### src/rtl/espw_pkg.sv
// Shared types, codes and the priority search for the event slot pool.
// No dependencies; used by the top level and the port checker.
package espw_pkg;

	// item from the requester
	typedef struct packed {
		logic [2:0] func;
		logic [3:0] event_slot;
		logic [5:0] task_prio;
	} cmd_t;

	// item back to the requester
	typedef struct packed {
		logic [1:0] status;
		logic [3:0] slot_out;
		logic [5:0] prio_out;
	} rsp_t;

	localparam logic [2:0] FN_ALLOC  = 3'd0;
	localparam logic [2:0] FN_FREE   = 3'd1;
	localparam logic [2:0] FN_PEND   = 3'd2;
	localparam logic [2:0] FN_REMOVE = 3'd3;
	localparam logic [2:0] FN_READY  = 3'd4;

	localparam logic [1:0] STAT_OK        = 2'd0;
	localparam logic [1:0] STAT_MISS      = 2'd1;
	localparam logic [1:0] STAT_NOT_ALLOC = 2'd2;

	typedef enum logic {
		S_IDLE,
		S_EXEC
	} state_t;

	// Highest set bit of a 64-bit set, as {found, index}.
	// Two passes of eight: pick the top nonempty byte, then the top bit in it.
	function automatic logic [6:0] msb_find(input logic [63:0] v);
		logic [7:0] grp;
		logic [7:0] sel;
		logic [2:0] g;
		logic [2:0] b;
		for (int i = 0; i < 8; i++) begin
			grp[i] = |v[i*8 +: 8];
		end
		g = '0;
		for (int i = 0; i < 8; i++) begin
			if (grp[i]) g = 3'(i);
		end
		sel = v[g*8 +: 8];
		b = '0;
		for (int i = 0; i < 8; i++) begin
			if (sel[i]) b = 3'(i);
		end
		return {|grp, g, b};
	endfunction

endpackage

### src/rtl/espw_ram.sv
// Generic simple dual-port RAM: one write port, one read port, registered read.
// No dependencies.
module espw_ram #(
	parameter int WIDTH = 8,
	parameter int DEPTH = 16
) (
	input  logic                                     clk,
	input  logic                                     we,
	input  logic [((DEPTH > 1) ? $clog2(DEPTH) : 1)-1:0] waddr,
	input  logic [WIDTH-1:0]                         wdata,
	input  logic                                     re,
	input  logic [((DEPTH > 1) ? $clog2(DEPTH) : 1)-1:0] raddr,
	output logic [WIDTH-1:0]                         rdata
);

	logic [WIDTH-1:0] mem [DEPTH];

	always_ff @(posedge clk) begin
		if (we) mem[waddr] <= wdata;
		if (re) rdata <= mem[raddr];
	end

endmodule

### src/rtl/event_slot_pool_with_priority_waitlists.sv
// Event slot pool with LIFO free list and per-slot priority wait sets.
// Uses espw_pkg (types, codes, msb_find) and espw_ram (wait sets, free links).
//
//  channel | dir | payload | handshake
//  cmd     | in  | cmd_t   | cmd_valid / cmd_ready
//  rsp     | out | rsp_t   | rsp_valid / rsp_ready
//
// Each item is accepted in S_IDLE, which also issues the RAM reads; in S_EXEC it is
// modified, written back and loaded into the response register.
// Reset is immediate: link entries never written read as i+1, no clear pass.
// A new item is taken while the previous response still waits; the execute
// cycle holds until the response register is free.
module event_slot_pool_with_priority_waitlists #(
	parameter int EVENT_SLOTS = 16,
	parameter int PRIO_LEVELS = 64
) (
	input  logic            clk,
	input  logic            arst_n,
	input  logic            cmd_valid,
	output logic            cmd_ready,
	input  espw_pkg::cmd_t  cmd,
	output logic            rsp_valid,
	input  logic            rsp_ready,
	output espw_pkg::rsp_t  rsp
);

	localparam int SLOT_W = (EVENT_SLOTS > 1) ? $clog2(EVENT_SLOTS) : 1;
	localparam int TOP_W  = $clog2(EVENT_SLOTS + 1);
	localparam int PRIO_W = $clog2(PRIO_LEVELS);
	localparam int CW     = (SLOT_W > 4) ? SLOT_W : 4;

	espw_pkg::state_t state_q, state_d;
	espw_pkg::cmd_t   cmd_s1;
	espw_pkg::rsp_t   rsp_q, rsp_d;
	logic             rsp_valid_q;

	logic [TOP_W-1:0]       free_top_q, free_top_d;
	logic [EVENT_SLOTS-1:0] in_use_q, in_use_d;
	logic [EVENT_SLOTS-1:0] link_vld_q, link_vld_d;

	// RAM ports
	logic                   ws_we, ws_re;
	logic [SLOT_W-1:0]      ws_waddr, ws_raddr;
	logic [PRIO_LEVELS-1:0] ws_wdata, ws_rdata;
	logic                   lk_we;
	logic [SLOT_W-1:0]      lk_waddr;
	logic [TOP_W-1:0]       lk_wdata, lk_rdata;

	logic              accept, fire;
	logic [CW-1:0]     in_slot_ext, slot_ext, top_ext;
	logic [SLOT_W-1:0] slot_idx, top_idx;
	logic              slot_ok, prio_in_rng, pool_empty;
	logic [PRIO_W-1:0] prio_idx, found_idx;
	logic [TOP_W-1:0]  link_next;
	logic [6:0]        found;
	logic [PRIO_LEVELS-1:0] prio_mask, found_mask;

	assign cmd_ready = (state_q == espw_pkg::S_IDLE);
	assign accept    = cmd_valid && cmd_ready;
	assign fire      = (state_q == espw_pkg::S_EXEC) && (!rsp_valid_q || rsp_ready);
	assign rsp_valid = rsp_valid_q;
	assign rsp       = rsp_q;

	// read addresses are issued in the accept cycle
	assign in_slot_ext = CW'(cmd.event_slot);
	assign ws_raddr    = in_slot_ext[SLOT_W-1:0];
	assign ws_re       = accept;

	espw_ram #(.WIDTH(PRIO_LEVELS), .DEPTH(EVENT_SLOTS)) u_ws_ram (
		.clk   (clk),
		.we    (ws_we),
		.waddr (ws_waddr),
		.wdata (ws_wdata),
		.re    (ws_re),
		.raddr (ws_raddr),
		.rdata (ws_rdata)
	);

	espw_ram #(.WIDTH(TOP_W), .DEPTH(EVENT_SLOTS)) u_link_ram (
		.clk   (clk),
		.we    (lk_we),
		.waddr (lk_waddr),
		.wdata (lk_wdata),
		.re    (accept),
		.raddr (top_idx),
		.rdata (lk_rdata)
	);

	assign slot_ext    = CW'(cmd_s1.event_slot);
	assign slot_idx    = slot_ext[SLOT_W-1:0];
	assign slot_ok     = (32'(cmd_s1.event_slot) < EVENT_SLOTS) && in_use_q[slot_idx];
	assign prio_in_rng = 32'(cmd_s1.task_prio) < PRIO_LEVELS;
	assign prio_idx    = cmd_s1.task_prio[PRIO_W-1:0];
	assign pool_empty  = free_top_q >= TOP_W'(EVENT_SLOTS);
	assign top_idx     = free_top_q[SLOT_W-1:0];
	assign top_ext     = CW'(top_idx);
	// a link never written since reset is taken as i+1 in place of the RAM data
	assign link_next   = link_vld_q[top_idx] ? lk_rdata : free_top_q + TOP_W'(1);
	assign found       = espw_pkg::msb_find(64'(ws_rdata));
	assign found_idx   = found[PRIO_W-1:0];

	always_comb begin
		prio_mask = '0;
		prio_mask[prio_idx] = 1'b1;
		found_mask = '0;
		found_mask[found_idx] = 1'b1;
	end

	always_ff @(posedge clk or negedge arst_n) begin
		if (!arst_n) begin
			state_q     <= espw_pkg::S_IDLE;
			rsp_valid_q <= 1'b0;
			free_top_q  <= '0;
			in_use_q    <= '0;
			link_vld_q  <= '0;
		end else begin
			state_q    <= state_d;
			free_top_q <= free_top_d;
			in_use_q   <= in_use_d;
			link_vld_q <= link_vld_d;
			if (fire) begin
				rsp_valid_q <= 1'b1;
			end else if (rsp_ready) begin
				rsp_valid_q <= 1'b0;
			end
		end
	end

	always_ff @(posedge clk) begin
		if (accept) cmd_s1 <= cmd;
		if (fire) rsp_q <= rsp_d;
	end

	always_comb begin
		state_d    = state_q;
		free_top_d = free_top_q;
		in_use_d   = in_use_q;
		link_vld_d = link_vld_q;
		ws_we      = 1'b0;
		ws_waddr   = slot_idx;
		ws_wdata   = '0;
		lk_we      = 1'b0;
		lk_waddr   = slot_idx;
		lk_wdata   = free_top_q;
		rsp_d.status   = espw_pkg::STAT_OK;
		rsp_d.slot_out = cmd_s1.event_slot;
		rsp_d.prio_out = '0;

		unique case (state_q)
			espw_pkg::S_IDLE: begin
				if (accept) state_d = espw_pkg::S_EXEC;
			end
			espw_pkg::S_EXEC: begin
				case (cmd_s1.func)
					espw_pkg::FN_ALLOC: begin
						if (pool_empty) begin
							rsp_d.status   = espw_pkg::STAT_MISS;
							rsp_d.slot_out = '0;
						end else begin
							ws_we              = fire;
							ws_waddr           = top_idx;
							in_use_d[top_idx]  = in_use_q[top_idx] | fire;
							rsp_d.slot_out     = top_ext[3:0];
							if (fire) free_top_d = link_next;
						end
					end
					espw_pkg::FN_FREE: begin
						if (!slot_ok) begin
							rsp_d.status = espw_pkg::STAT_NOT_ALLOC;
						end else begin
							ws_we = fire;
							lk_we = fire;
							if (fire) begin
								in_use_d[slot_idx]   = 1'b0;
								link_vld_d[slot_idx] = 1'b1;
								free_top_d           = TOP_W'(slot_idx);
							end
						end
					end
					espw_pkg::FN_PEND: begin
						if (!slot_ok) begin
							rsp_d.status = espw_pkg::STAT_NOT_ALLOC;
						end else if (!prio_in_rng) begin
							rsp_d.status = espw_pkg::STAT_MISS;
						end else begin
							ws_we    = fire;
							ws_wdata = ws_rdata | prio_mask;
						end
					end
					espw_pkg::FN_REMOVE: begin
						if (!slot_ok) begin
							rsp_d.status = espw_pkg::STAT_NOT_ALLOC;
						end else if (!prio_in_rng || !(|(ws_rdata & prio_mask))) begin
							rsp_d.status = espw_pkg::STAT_MISS;
						end else begin
							ws_we    = fire;
							ws_wdata = ws_rdata & ~prio_mask;
						end
					end
					espw_pkg::FN_READY: begin
						if (!slot_ok) begin
							rsp_d.status = espw_pkg::STAT_NOT_ALLOC;
						end else if (!found[6]) begin
							rsp_d.status = espw_pkg::STAT_MISS;
						end else begin
							ws_we          = fire;
							ws_wdata       = ws_rdata & ~found_mask;
							rsp_d.prio_out = 6'(found_idx);
						end
					end
					default: begin
						// unused codes: no-op, echo slot
					end
				endcase
				if (fire) state_d = espw_pkg::S_IDLE;
			end
			default: state_d = espw_pkg::S_IDLE;
		endcase
	end

endmodule

### config.mk
export PLATFORM = sky130hd
export DESIGN_NAME = event_slot_pool_with_priority_waitlists
export DESIGN_NICKNAME = d
export VERILOG_FILES = /design/src/rtl/espw_pkg.sv /design/src/rtl/espw_ram.sv /design/src/rtl/event_slot_pool_with_priority_waitlists.sv
export SDC_FILE = /design/constraint.sdc
export NUM_CORES = 1
export LEC_CHECK = 0
export BUFFER_PORTS_ARGS = -buffer_cell sky130_fd_sc_hd__buf_2
export CORE_ASPECT_RATIO = 1.4
export CORE_MARGIN = 5
export CORE_UTILIZATION = 50
export CTS_CLUSTER_SIZE = 10
export DETAILED_ROUTE_END_ITERATION = 7
export GPL_TIMING_DRIVEN = 1
export PLACE_DENSITY = 0.68
export SLEW_MARGIN = 15
export SYNTH_ARGS = -nofsm -noshare
export SYNTH_HDL_FRONTEND = slang
export SYNTH_SLANG_ARGS = --single-unit
### constraint.sdc
create_clock -name clk -period 8.4 [get_ports clk]
set_input_delay 1.26 -clock clk [delete_from_list [all_inputs] [get_ports clk]]
set_output_delay 1.26 -clock clk [all_outputs]
set_load 0.05 [all_outputs]
# After elaboration in Yosys (flattened, before gate mapping)
# Memory sizes are Yosys's and may differ from the RTL's. A register that Yosys moved wholly into a read port is not among the register bits.
# Index checks and enable logic that the tools add are counted.
# word_totals
register_bits,64
memories,2
ram_bits,1104
# memory_table
memory,words,word_bits,rd,rd_ports_with_merged_regs,wr,line,source
u_ws_ram.mem,16,64,1,1,1,espw_ram.sv:16,logic [WIDTH-1:0] mem [DEPTH];
u_link_ram.mem,16,5,1,1,1,espw_ram.sv:16,
# op_classes
shifts,1
addsub,1
eq_ne,8
bitwise_logic,11
n_lt_le_gt_ge,9
muxes,81
n_reduce_logical,25
# ops
op,count
64-bit two-way mux,6
64-bit bitwise AND,3
64-bit one-hot mux with 3 select lines,1
64-bit inverter,2
64-bit OR reduction,2
64-bit OR,1
64-bit by 7-bit indexed part select with 8-bit output,1
8-bit OR reduction,7
16-bit two-way mux,3
16-bit one-hot mux with 2 select lines,1
3-bit two-way mux,10
1-bit two-way mux,29
5-bit two-way mux,5
4-bit two-way mux,5
6-bit two-way mux,3
16-bit bitwise AND,1
16-bit bitwise mux,1
16-bit inverter,1
16-bit OR,1
"6-bit by 7-bit < comparator with 1-bit output, second input constant",2
1-bit binary-select mux with 4-bit select,3
1-bit demux with 6-bit select,2
"6-bit by 1-bit greater-or-equal comparator with 1-bit output, second input constant",2
"4-bit by 5-bit < comparator with 1-bit output, second input constant",2
other kinds (25),42

# Logic depth before layout (Yosys ltp)
# Gate-level depths: netlist of run 1.
# logic_depth
word_depth,26
mapped_depth,14

# By module
# From an unflattened synthesis of run 1, not the netlist that was laid out.
# unflattened
cells_unflattened,2788
hier_area_um2,50940.1
# modules_own_cells
module,cells_each,area_each_um2,instances
espw_ram at u_ws_ram,1647,40222.3,1
event_slot_pool_with_priority_waitlists,986,7454.6,1
espw_ram at u_link_ram,155,3263.1,1

# Least setup slack after synthesis of run 1
# OpenSTA, ideal clock, no wires.
# synth_timing
path_kind,flip-flop to flip-flop
from,register cmd_s1 (netlist bit prio_idx[2])
to,"memory u_ws_ram.mem[15][0] (netlist name), enable pin"
synth_period_minus_slack_ns,9.228
arrival_ns,8.584
setup_ns,0.644
path_slack_ns,-0.828
stages_incl_launch_ff,13
path_buffers,4
path_cell_list,edfxtp_1 -> clkbuf_1 -> clkbuf_1 -> nand3b_1 -> o32a_1 -> nand4_1 -> or4_1 -> o21ai_1 -> clkbuf_1 -> o211ai_1 -> a31oi_1 -> buf_2 -> nor4_1
# synth_between
elab_chain_cells,12
elab_cells_between_ends,13
cone_classes,order compare (2); mux (8); bitwise (1); reduce/logical (2)
# synth_lines
element,line,source
from (decl),event_slot_pool_with_priority_waitlists.sv:33,espw_pkg::cmd_t cmd_s1;
from (signal assigned),event_slot_pool_with_priority_waitlists.sv:130,if (accept) cmd_s1 <= cmd;
6-bit by 7-bit < comparator with 1-bit output (implied by the code) or 6-bit by 1-bit greater-or-equal comparator with 1-bit output (tied branches),event_slot_pool_with_priority_waitlists.sv:104,prio_mask[prio_idx] = 1'b1;
1-bit logical AND (implied by the code),event_slot_pool_with_priority_waitlists.sv:104,
1-bit two-way mux (implied by the code),event_slot_pool_with_priority_waitlists.sv:104,
1-bit demux with 6-bit select (*),event_slot_pool_with_priority_waitlists.sv:104,
64-bit bitwise AND (*),event_slot_pool_with_priority_waitlists.sv:193,end else if (!prio_in_rng || !(|(ws_rdata & prio_mask))) begin
64-bit OR reduction (*),event_slot_pool_with_priority_waitlists.sv:193,
1-bit two-way mux (*),event_slot_pool_with_priority_waitlists.sv:193,
1-bit two-way mux (*),event_slot_pool_with_priority_waitlists.sv:191,if (!slot_ok) begin
1-bit one-hot mux with 4 select lines (*),event_slot_pool_with_priority_waitlists.sv:154,case (cmd_s1.func)
1-bit two-way mux (*),event_slot_pool_with_priority_waitlists.sv:149,unique case (state_q)
1-bit two-way mux (*),espw_ram.sv:19,if (we) mem[waddr] <= wdata;
1-bit two-way mux (implied by the code) (*),espw_ram.sv:19,
to (decl),espw_ram.sv:16,
# Every way passes the cells marked *; elsewhere a longest branch is shown, timed or not.

# Worst setup path in the final report of run 1
# layout_timing
from,"register u_ws_ram.rdata[41], read port of u_ws_ram.mem"
to,"memory u_ws_ram.mem[3][8] (netlist name), data pin"
# layout_between
elab_chain_cells,22
elab_cells_between_ends,28
cone_classes,order compare (2); shift (1); mux (18); bitwise (3); reduce/logical (4)
# layout_lines
element,line,source
from (decl),espw_ram.sv:13,output logic [WIDTH-1:0] rdata
8-bit OR reduction,espw_pkg.sv:42,grp[i] = |v[i*8 +: 8];
3-bit two-way mux (3 in a row),espw_pkg.sv:46,if (grp[i]) g = 3'(i);
64-bit by 7-bit indexed part select with 8-bit output,espw_pkg.sv:48,sel = v[g*8 +: 8];
1-bit two-way mux,espw_pkg.sv:51,if (sel[i]) b = 3'(i);
3-bit two-way mux (6 in a row),espw_pkg.sv:51,
6-bit by 7-bit < comparator with 1-bit output (implied by the code) or 6-bit by 1-bit greater-or-equal comparator with 1-bit output (tied branches),event_slot_pool_with_priority_waitlists.sv:106,found_mask[found_idx] = 1'b1;
1-bit logical AND (implied by the code),event_slot_pool_with_priority_waitlists.sv:106,
1-bit two-way mux (implied by the code),event_slot_pool_with_priority_waitlists.sv:106,
1-bit demux with 6-bit select,event_slot_pool_with_priority_waitlists.sv:106,
64-bit inverter,event_slot_pool_with_priority_waitlists.sv:207,ws_wdata = ws_rdata & ~found_mask;
64-bit bitwise AND,event_slot_pool_with_priority_waitlists.sv:207,
64-bit two-way mux,event_slot_pool_with_priority_waitlists.sv:203,end else if (!found[6]) begin
64-bit two-way mux,event_slot_pool_with_priority_waitlists.sv:201,if (!slot_ok) begin
64-bit one-hot mux with 3 select lines (*),event_slot_pool_with_priority_waitlists.sv:154,
64-bit two-way mux (*),event_slot_pool_with_priority_waitlists.sv:149,
via u_ws_ram.wdata[8],espw_ram.sv:10,"input logic [WIDTH-1:0] wdata,"
# The timed path passes the listed nets; every way through them passes the cells marked *.

==> reports/metrics.yaml, run 1 <==
setup_path:
  r2r_end: "u_ws_ram.mem[3][8]"
  critPathMaxFanout: 18
  cp_data_required_time_ns: 8.75
  reg2reg_depth: 9
  reg2reg_slack_ns: 2.59
  startpoint: "u_ws_ram.rdata[41]"
  cp_num_buf_inv: 0
  max_stage_delay_ns: 0.85
  arrival_ns: 6.16
  r2r-start: "u_ws_ram.rdata[41]"
  crit_chain: "or4_1 -> nor2_1 -> o211ai_2 -> o21ai_2 -> mux2_2 -> o221ai_1 -> nand4_1 -> o311ai_0 -> nand2_1"
  crit_path_end_kind: "flip-flop"
  cp_top_family: "simple AND/OR/NAND/NOR gates"
  cp_slowest_cell: "nand4_1"
  start_kind: "flip-flop"
  path_class: "flip-flop to flip-flop"
sta:
  hold_slack_ns: 0.467
  rsz0062_at_grt: "no"
  finalHoldViolCount: 0
  slew_headroom_pct: 19.7
  drv_slew: 0
  skew_ns: 0.0260
  layout_min_cycle_time_ns: 5.81
  setup_viol: 0
  worst_slew_pin_slew_ns: 1.20
  fin_tns_setup_ns: 0
  fmax_mhz: 172
  fin_crit_sh_pct: 69.2
clock_network:
  path_clk_slew_ns: 0.05
  cts_buffers: 142
  cts_resized: 0
  cts_hold_buf: 0
  clock_latency_ns: 0.76
  tritoncts: "done"
  clockRootBuffer: "clkbuf_16"
  cts_buffer_depth: 3
  clock_sinks: 1237
  cts-htree-levels: 4
  post_cts_buffers: 0
power_and_ir_drop:
  p_leak_uw: 0.0153
  p_per_area_mw_per_mm2: 238
  vdd_drop_max_mv: 0.364
cells_and_area:
  fillCellCount: 7264
  syn_to_final_growth_pct: 11.8
  drive_gt1_share_pct: 26.0
  register_area_mm2: 0.0370
  multi_input_area_mm2: 0.0131
  fin_nets: 2643
  antenna_cells: 0
  final_cells: 3999
  final_common_cell: "edfxtp_1"
  final_cell_mix: "edfxtp_1, mux4_2, clkbuf_16, nor2_1, o21ai_0"
synthesis:
  synth_edf_count: 1198
  ys_seq_elements: 1237
  netlist_area_mm2: 0.0505
  netlist-cell-type-count: 78
  syn_inst: 2544
  synth-seq-area-share_pct: 73.1
  synthesis.nets: 2565
  avgSynthCellArea_um2: 19.9
  ys.flop_type: "edfxtp_1"
  synth-warning-count: 0
  async_flop_share_pct: 3.15
floorplan:
  core_area_mm2: 0.101
  die_w_um: 279
  die_h_um: 386
  dieArea_mm2: 0.108
  start_util_pct: 50.2
  num_rows: 138
  io_pins: 31
global_route:
  antenna_found_initial: 2
  grt-ovfl-total: 0
  grt_pass1_wl_um: 189000
  grt_max_degree: 130
  first_global_vias: 27125
  groute.usage.overall_pct: 24.3
routing:
  vias: 26514
  routed_via_density: 6.63
  first_pass_iters: 5
  wl_per_cell_um: 32.6
  drc: 0
  wl_um: 130000
  drt_iter0_drc: 2902
  ant_nets: 0
job:
  cap_violations: 0
placed_design:
  gp_congestion: 0.961
  dp_hpwl_um: 75300
  dpl.cell_count: 3808
  io_buffers: 30
min_path:
  worstHoldPathCells: 1
  hold_end: "link_vld_q[10]"
  hp-start: "link_vld_q[10]"
  hp-class: "flip-flop to flip-flop"
outcome:
  status: "complete, no violations"
[final cells by class]
| class | instances | share of cell area [%] |
|---|---|---|
| clock buffers | 180 | 6.77 |
| clock inverters | 11 | 0.321 |
| inverters | 9 | 0.0598 |
| well taps | 1330 | 2.95 |
| multi-input cells | 1133 | 23.2 |
| flip-flops and latches | 1237 | 65.4 |
| repair buffers | 99 | 1.30 |
[metal layers]
metal | track usage (%) | wire [um] | vias to the layer above
met2 | 41.8 | 67900 | 1184
met5 | 0 | 0 | -
met3 | 4.31 | 7670 | 307
li1 | - | - | 10875
met1 | 31.4 | 49500 | 14148
met4 | 8.74 | 5060 | 0
[Yosys cell counts, drive strengths merged (11+ instances only)]
master / instances / area share [%]
o311ai: 28 / 0.49
mux2i: 14 / 0.28
edfxtp: 1198 / 71
a21oi: 50 / 0.50
o31ai: 15 / 0.22
nand2: 77 / 0.57
nand3: 42 / 0.42
nor2: 127 / 0.94
nand2b: 16 / 0.20
nor4: 29 / 0.40
o211ai: 79 / 1.2
dfrtp: 39 / 1.9
clkbuf: 123 / 0.91
mux4: 361 / 16
buf: 42 / 0.35
o21ai: 85 / 0.85
a32o: 25 / 0.50
or2: 21 / 0.26
a31oi: 11 / 0.14
[state kept, by name, indices dropped and copies added, names as in the netlist]
name / count
free_top_q: 5
rsp_valid: 1
prio_idx: 6
u_ws_ram.rdata: 64
rsp: 12
state_q: 1
cmd_s1: 3
in_use_q: 16
u_ws_ram.mem: 1024
lk_waddr: 4
u_link_ram.mem: 80
u_link_ram.rdata: 5
link_vld_q: 16
[how the worst max path moves through the flow]
stage / to / slack, ns / cells after the start
after floorplan: u_ws_ram.mem[15][0] / -0.83 / 12
after global placement: u_ws_ram.mem[0][32] / 2.71 / 9
after detailed placement: u_ws_ram.mem[6][43] / 2.67 / 9
after CTS: u_ws_ram.mem[9][43] / 2.65 / 9
after global routing: u_ws_ram.mem[3][8] / 2.46 / 9
final: u_ws_ram.mem[3][8] / 2.59 / 9
[stage by stage]
step | power (uW) | instance area (um^2) | utilization, % | setup slack, ns
4_1_cts | 13500 | 56400 | 56.1 | 2.65
3_5_place_dp | 8070 | 52400 | 52.1 | 2.67
6_report | 13400 | 56500 | 56.1 | 2.59
5_1_grt | 13900 | 56500 | 56.1 | 2.46
3_3_place_gp | 8050 | 52400 | 52.1 | 2.71
2_1_floorplan | 7720 | 50500 | - | -0.828
[power by group]
| group | total [uW] | leakage, uW | switching (uW) | internal (uW) |
|---|---|---|---|---|
| sequential | 6960 | 0.00960 | 110 | 6850 |
| clock | 5490 | 0.00195 | 2290 | 3200 |
| combinational | 990 | 0.00380 | 631 | 359 |
[kinds of logic after synthesis]
| family | synth area share [%] |
|---|---|
| AND/OR/NAND/NOR | 3.79 |
| buffers and inverters | 1.33 |
| multiplexers | 16.6 |
| adder cells (fa/ha/maj) | 0.0991 |
| AO/OA/AOI/OAI | 5.02 |
| flip-flops | 73.1 |
| XOR/XNOR | 0.0520 |
No activity file was read; power rests on OpenSTA's default activity.
==> inputs of run 2 (changes only) <==
--- a/config.mk
+++ b/config.mk
@@ -12,7 +12,7 @@
 export CTS_CLUSTER_SIZE = 10
 export DETAILED_ROUTE_END_ITERATION = 7
 export GPL_TIMING_DRIVEN = 1
-export PLACE_DENSITY = 0.68
+export PLACE_DENSITY = 0.65
 export SLEW_MARGIN = 15
 export SYNTH_ARGS = -nofsm -noshare
 export SYNTH_HDL_FRONTEND = slang
==> constraint.sdc (replaced) <==
create_clock -name clk -period 5.9 [get_ports clk]
set_input_delay 0.885 -clock clk [delete_from_list [all_inputs] [get_ports clk]]
set_output_delay 0.885 -clock clk [all_outputs]
set_load 0.05 [all_outputs]
==> reports/metrics.yaml, run 2 (synthesis gave the netlist of run 1 again) <==
global_route:
  antenna_found_initial: 2  # unchanged
  first_global_vias: 27433  # +1.1%
  groute.usage.overall_pct: 24.7  # +0.42 points
  grt_max_degree: 99  # -24%
  grt_util_met3_pct: 4.08  # -0.23 points
  grt_pass1_wl_um: 193000  # +1.8%
  busiest_layer: "met2"
  use_met1_pct: 31.2  # -0.15 points
  grt-ovfl-total: 0  # unchanged
  use_met2_pct: 43.3  # +1.5 points
setup_path:
  crit_chain: "or3_1 -> buf_4 -> nor2_1 -> a2111oi_0 -> nand4_1 -> or4_1 -> o21ai_4 -> o211ai_1 -> a31oi_4 -> buf_4 -> nor4_4 -> buf_12"
  cp_common_cell: "buf_4"
  cp_num_buf_inv: 3  # +3
  max_stage_delay_ns: 1.01  # +0.16 ns
  critPathMaxFanout: 64  # +46
  r2r-start: "prio_idx[2]"
  cp_data_required_time_ns: 6.32  # -2.43 ns
  cp_slowest_cell: "edfxtp_1"
  arrival_ns: 5.41  # -0.75 ns
  path_class: "flip-flop to flip-flop"
  reg2reg_depth: 12  # +3
  reg2reg_slack_ns: 0.90  # -1.69 ns
  cp_top_family: "compound AO/OA/AOI/OAI gates"
  r2r_end: "u_ws_ram.mem[8][57]"
  start_kind: "flip-flop"
  crit_path_end_kind: "flip-flop"
routing:
  drt_iter0_drc: 2587  # -11%
  wl_um: 132000  # +1.1%
  ant_nets: 0  # unchanged
  wl_per_cell_um: 32.6  # about the same
  vias: 26639  # +0.47%
  first_pass_iters: 5  # unchanged
  routed_via_density: 6.59  # -0.57%
  drc: 0  # unchanged
sta:
  layout_min_cycle_time_ns: 5.00  # -0.813 ns
  finalHoldViolCount: 0  # unchanged
  drv_slew: 0  # unchanged
  rsz0062_at_grt: "no"
  worst_slew_pin_slew_ns: 1.15  # -0.0556 ns
  fin_crit_sh_pct: 84.7  # +16 points
  setup_viol: 0  # unchanged
  slew_headroom_pct: 23.4  # +3.7 points
  skew_ns: 0.0308  # +0.00475 ns
  fmax_mhz: 200  # +16%
clock_network:
  cts_buffers: 142  # unchanged
  cts_resized: 0  # unchanged
  tritoncts: "done"
  clock_latency_ns: 0.76  # about the same
  path_clk_slew_ns: 0.06  # about the same
  clockRootBuffer: "clkbuf_16"
  cts-htree-levels: 4  # unchanged
  clock_sinks: 1237  # unchanged
  cts_buffer_depth: 3  # unchanged
  cts_hold_buf: 0  # unchanged
  post_cts_buffers: 0  # unchanged
floorplan:
  die_h_um: 386  # unchanged
  die_w_um: 279  # unchanged
  dieArea_mm2: 0.108  # unchanged
  start_util_pct: 50.2  # unchanged
  io_pins: 31  # unchanged
  num_rows: 138  # unchanged
  core_area_mm2: 0.101  # unchanged
power_and_ir_drop:
  vdd_drop_max_mv: 0.321  # -12%
  p_leak_uw: 0.0156  # +1.9%
  power_uw: 19200  # +43%
  p_per_area_mw_per_mm2: 335  # +41%
cells_and_area:
  largest-register: "u_ws_ram.mem"
  fillCellCount: 7276  # +0.17%
  reg_top3: "u_ws_ram.mem x1024, u_link_ram.mem x80, u_ws_ram.rdata x64"
  drive_gt1_share_pct: 26.9  # +0.89 points
  register_area_mm2: 0.0370  # unchanged
  multi_input_area_mm2: 0.0132  # +1.0%
  antenna_cells: 0  # unchanged
  largest_reg_flops: 1024  # unchanged
  fin_nets: 2686  # +1.6%
  final_cell_mix: "edfxtp_1, mux4_2, clkbuf_16, nor2_1, buf_4"
  syn_to_final_growth_pct: 13.1
  final_common_cell: "edfxtp_1"
  final_cells: 4041  # +1.1%
placed_design:
  dpl.cell_count: 3851  # +1.1%
  io_buffers: 30  # unchanged
  dp_hpwl_um: 76600  # +1.7%
  gp_congestion: 0.981  # +2.0%
outcome:
  status: "complete, no violations"
job:
  cap_violations: 0  # unchanged
min_path:
  hp-class: "primary input to asynchronous set/reset pin"
[run 2: per-layer routing]
metal  up-vias  wire length [um]
li1      10961                 -
met1     14099             48600
met2      1267             69700
met3       312              8160
met4         0              5230
met5         -                 0
[run 2: how the worst max path moves through the flow]
stage | start | endpoint | cells after the start
2_1_floorplan | prio_idx[2] | u_ws_ram.mem[15][0] | 12
3_3_place_gp | u_ws_ram.rdata[41] | u_ws_ram.mem[10][25] | 10
3_5_place_dp | u_ws_ram.rdata[45] | u_ws_ram.mem[0][27] | 9
4_1_cts | u_ws_ram.rdata[44] | u_ws_ram.mem[0][27] | 9
5_1_grt | u_ws_ram.rdata[45] | u_ws_ram.mem[9][27] | 9
6_report | prio_idx[2] | u_ws_ram.mem[8][57] | 12
[run 2: area by class of cell]
| type | count | area share [%] |
|---|---|---|
| sequential | 1237 | 64.7 |
| multi-input combinational | 1133 | 23.1 |
| inverter | 9 | 0.0591 |
| tap | 1330 | 2.91 |
| clock inverter | 13 | 0.342 |
| clock buffer | 177 | 6.60 |
| timing repair buffer | 142 | 2.29 |
[run 2: report_power, final]
part | total (uW) | leakage [uW] | switching (uW) | internal [uW]
logic | 1450 | 0.00412 | 920 | 535
registers | 9940 | 0.00960 | 185 | 9750
clock network | 7770 | 0.00193 | 3270 | 4500
total | 19200 | 0.0156 | 4370 | 14800
[run 2: per-stage QoR]
stage               hold WS (ns)  setup WS, ns  TNS, ns  instance area [um^2]  utilization (%)
finish                     0.307         0.904        0                 57100             56.7
global route               0.279         0.692        0                 57100             56.7
CTS                        0.259         0.979        0                 57100             56.7
detailed placement         0.450         0.999        0                 53200             52.8
global placement           0.445          1.07        0                 53200             52.8
floorplan                  0.434        -0.782  -684.60                 50600                -
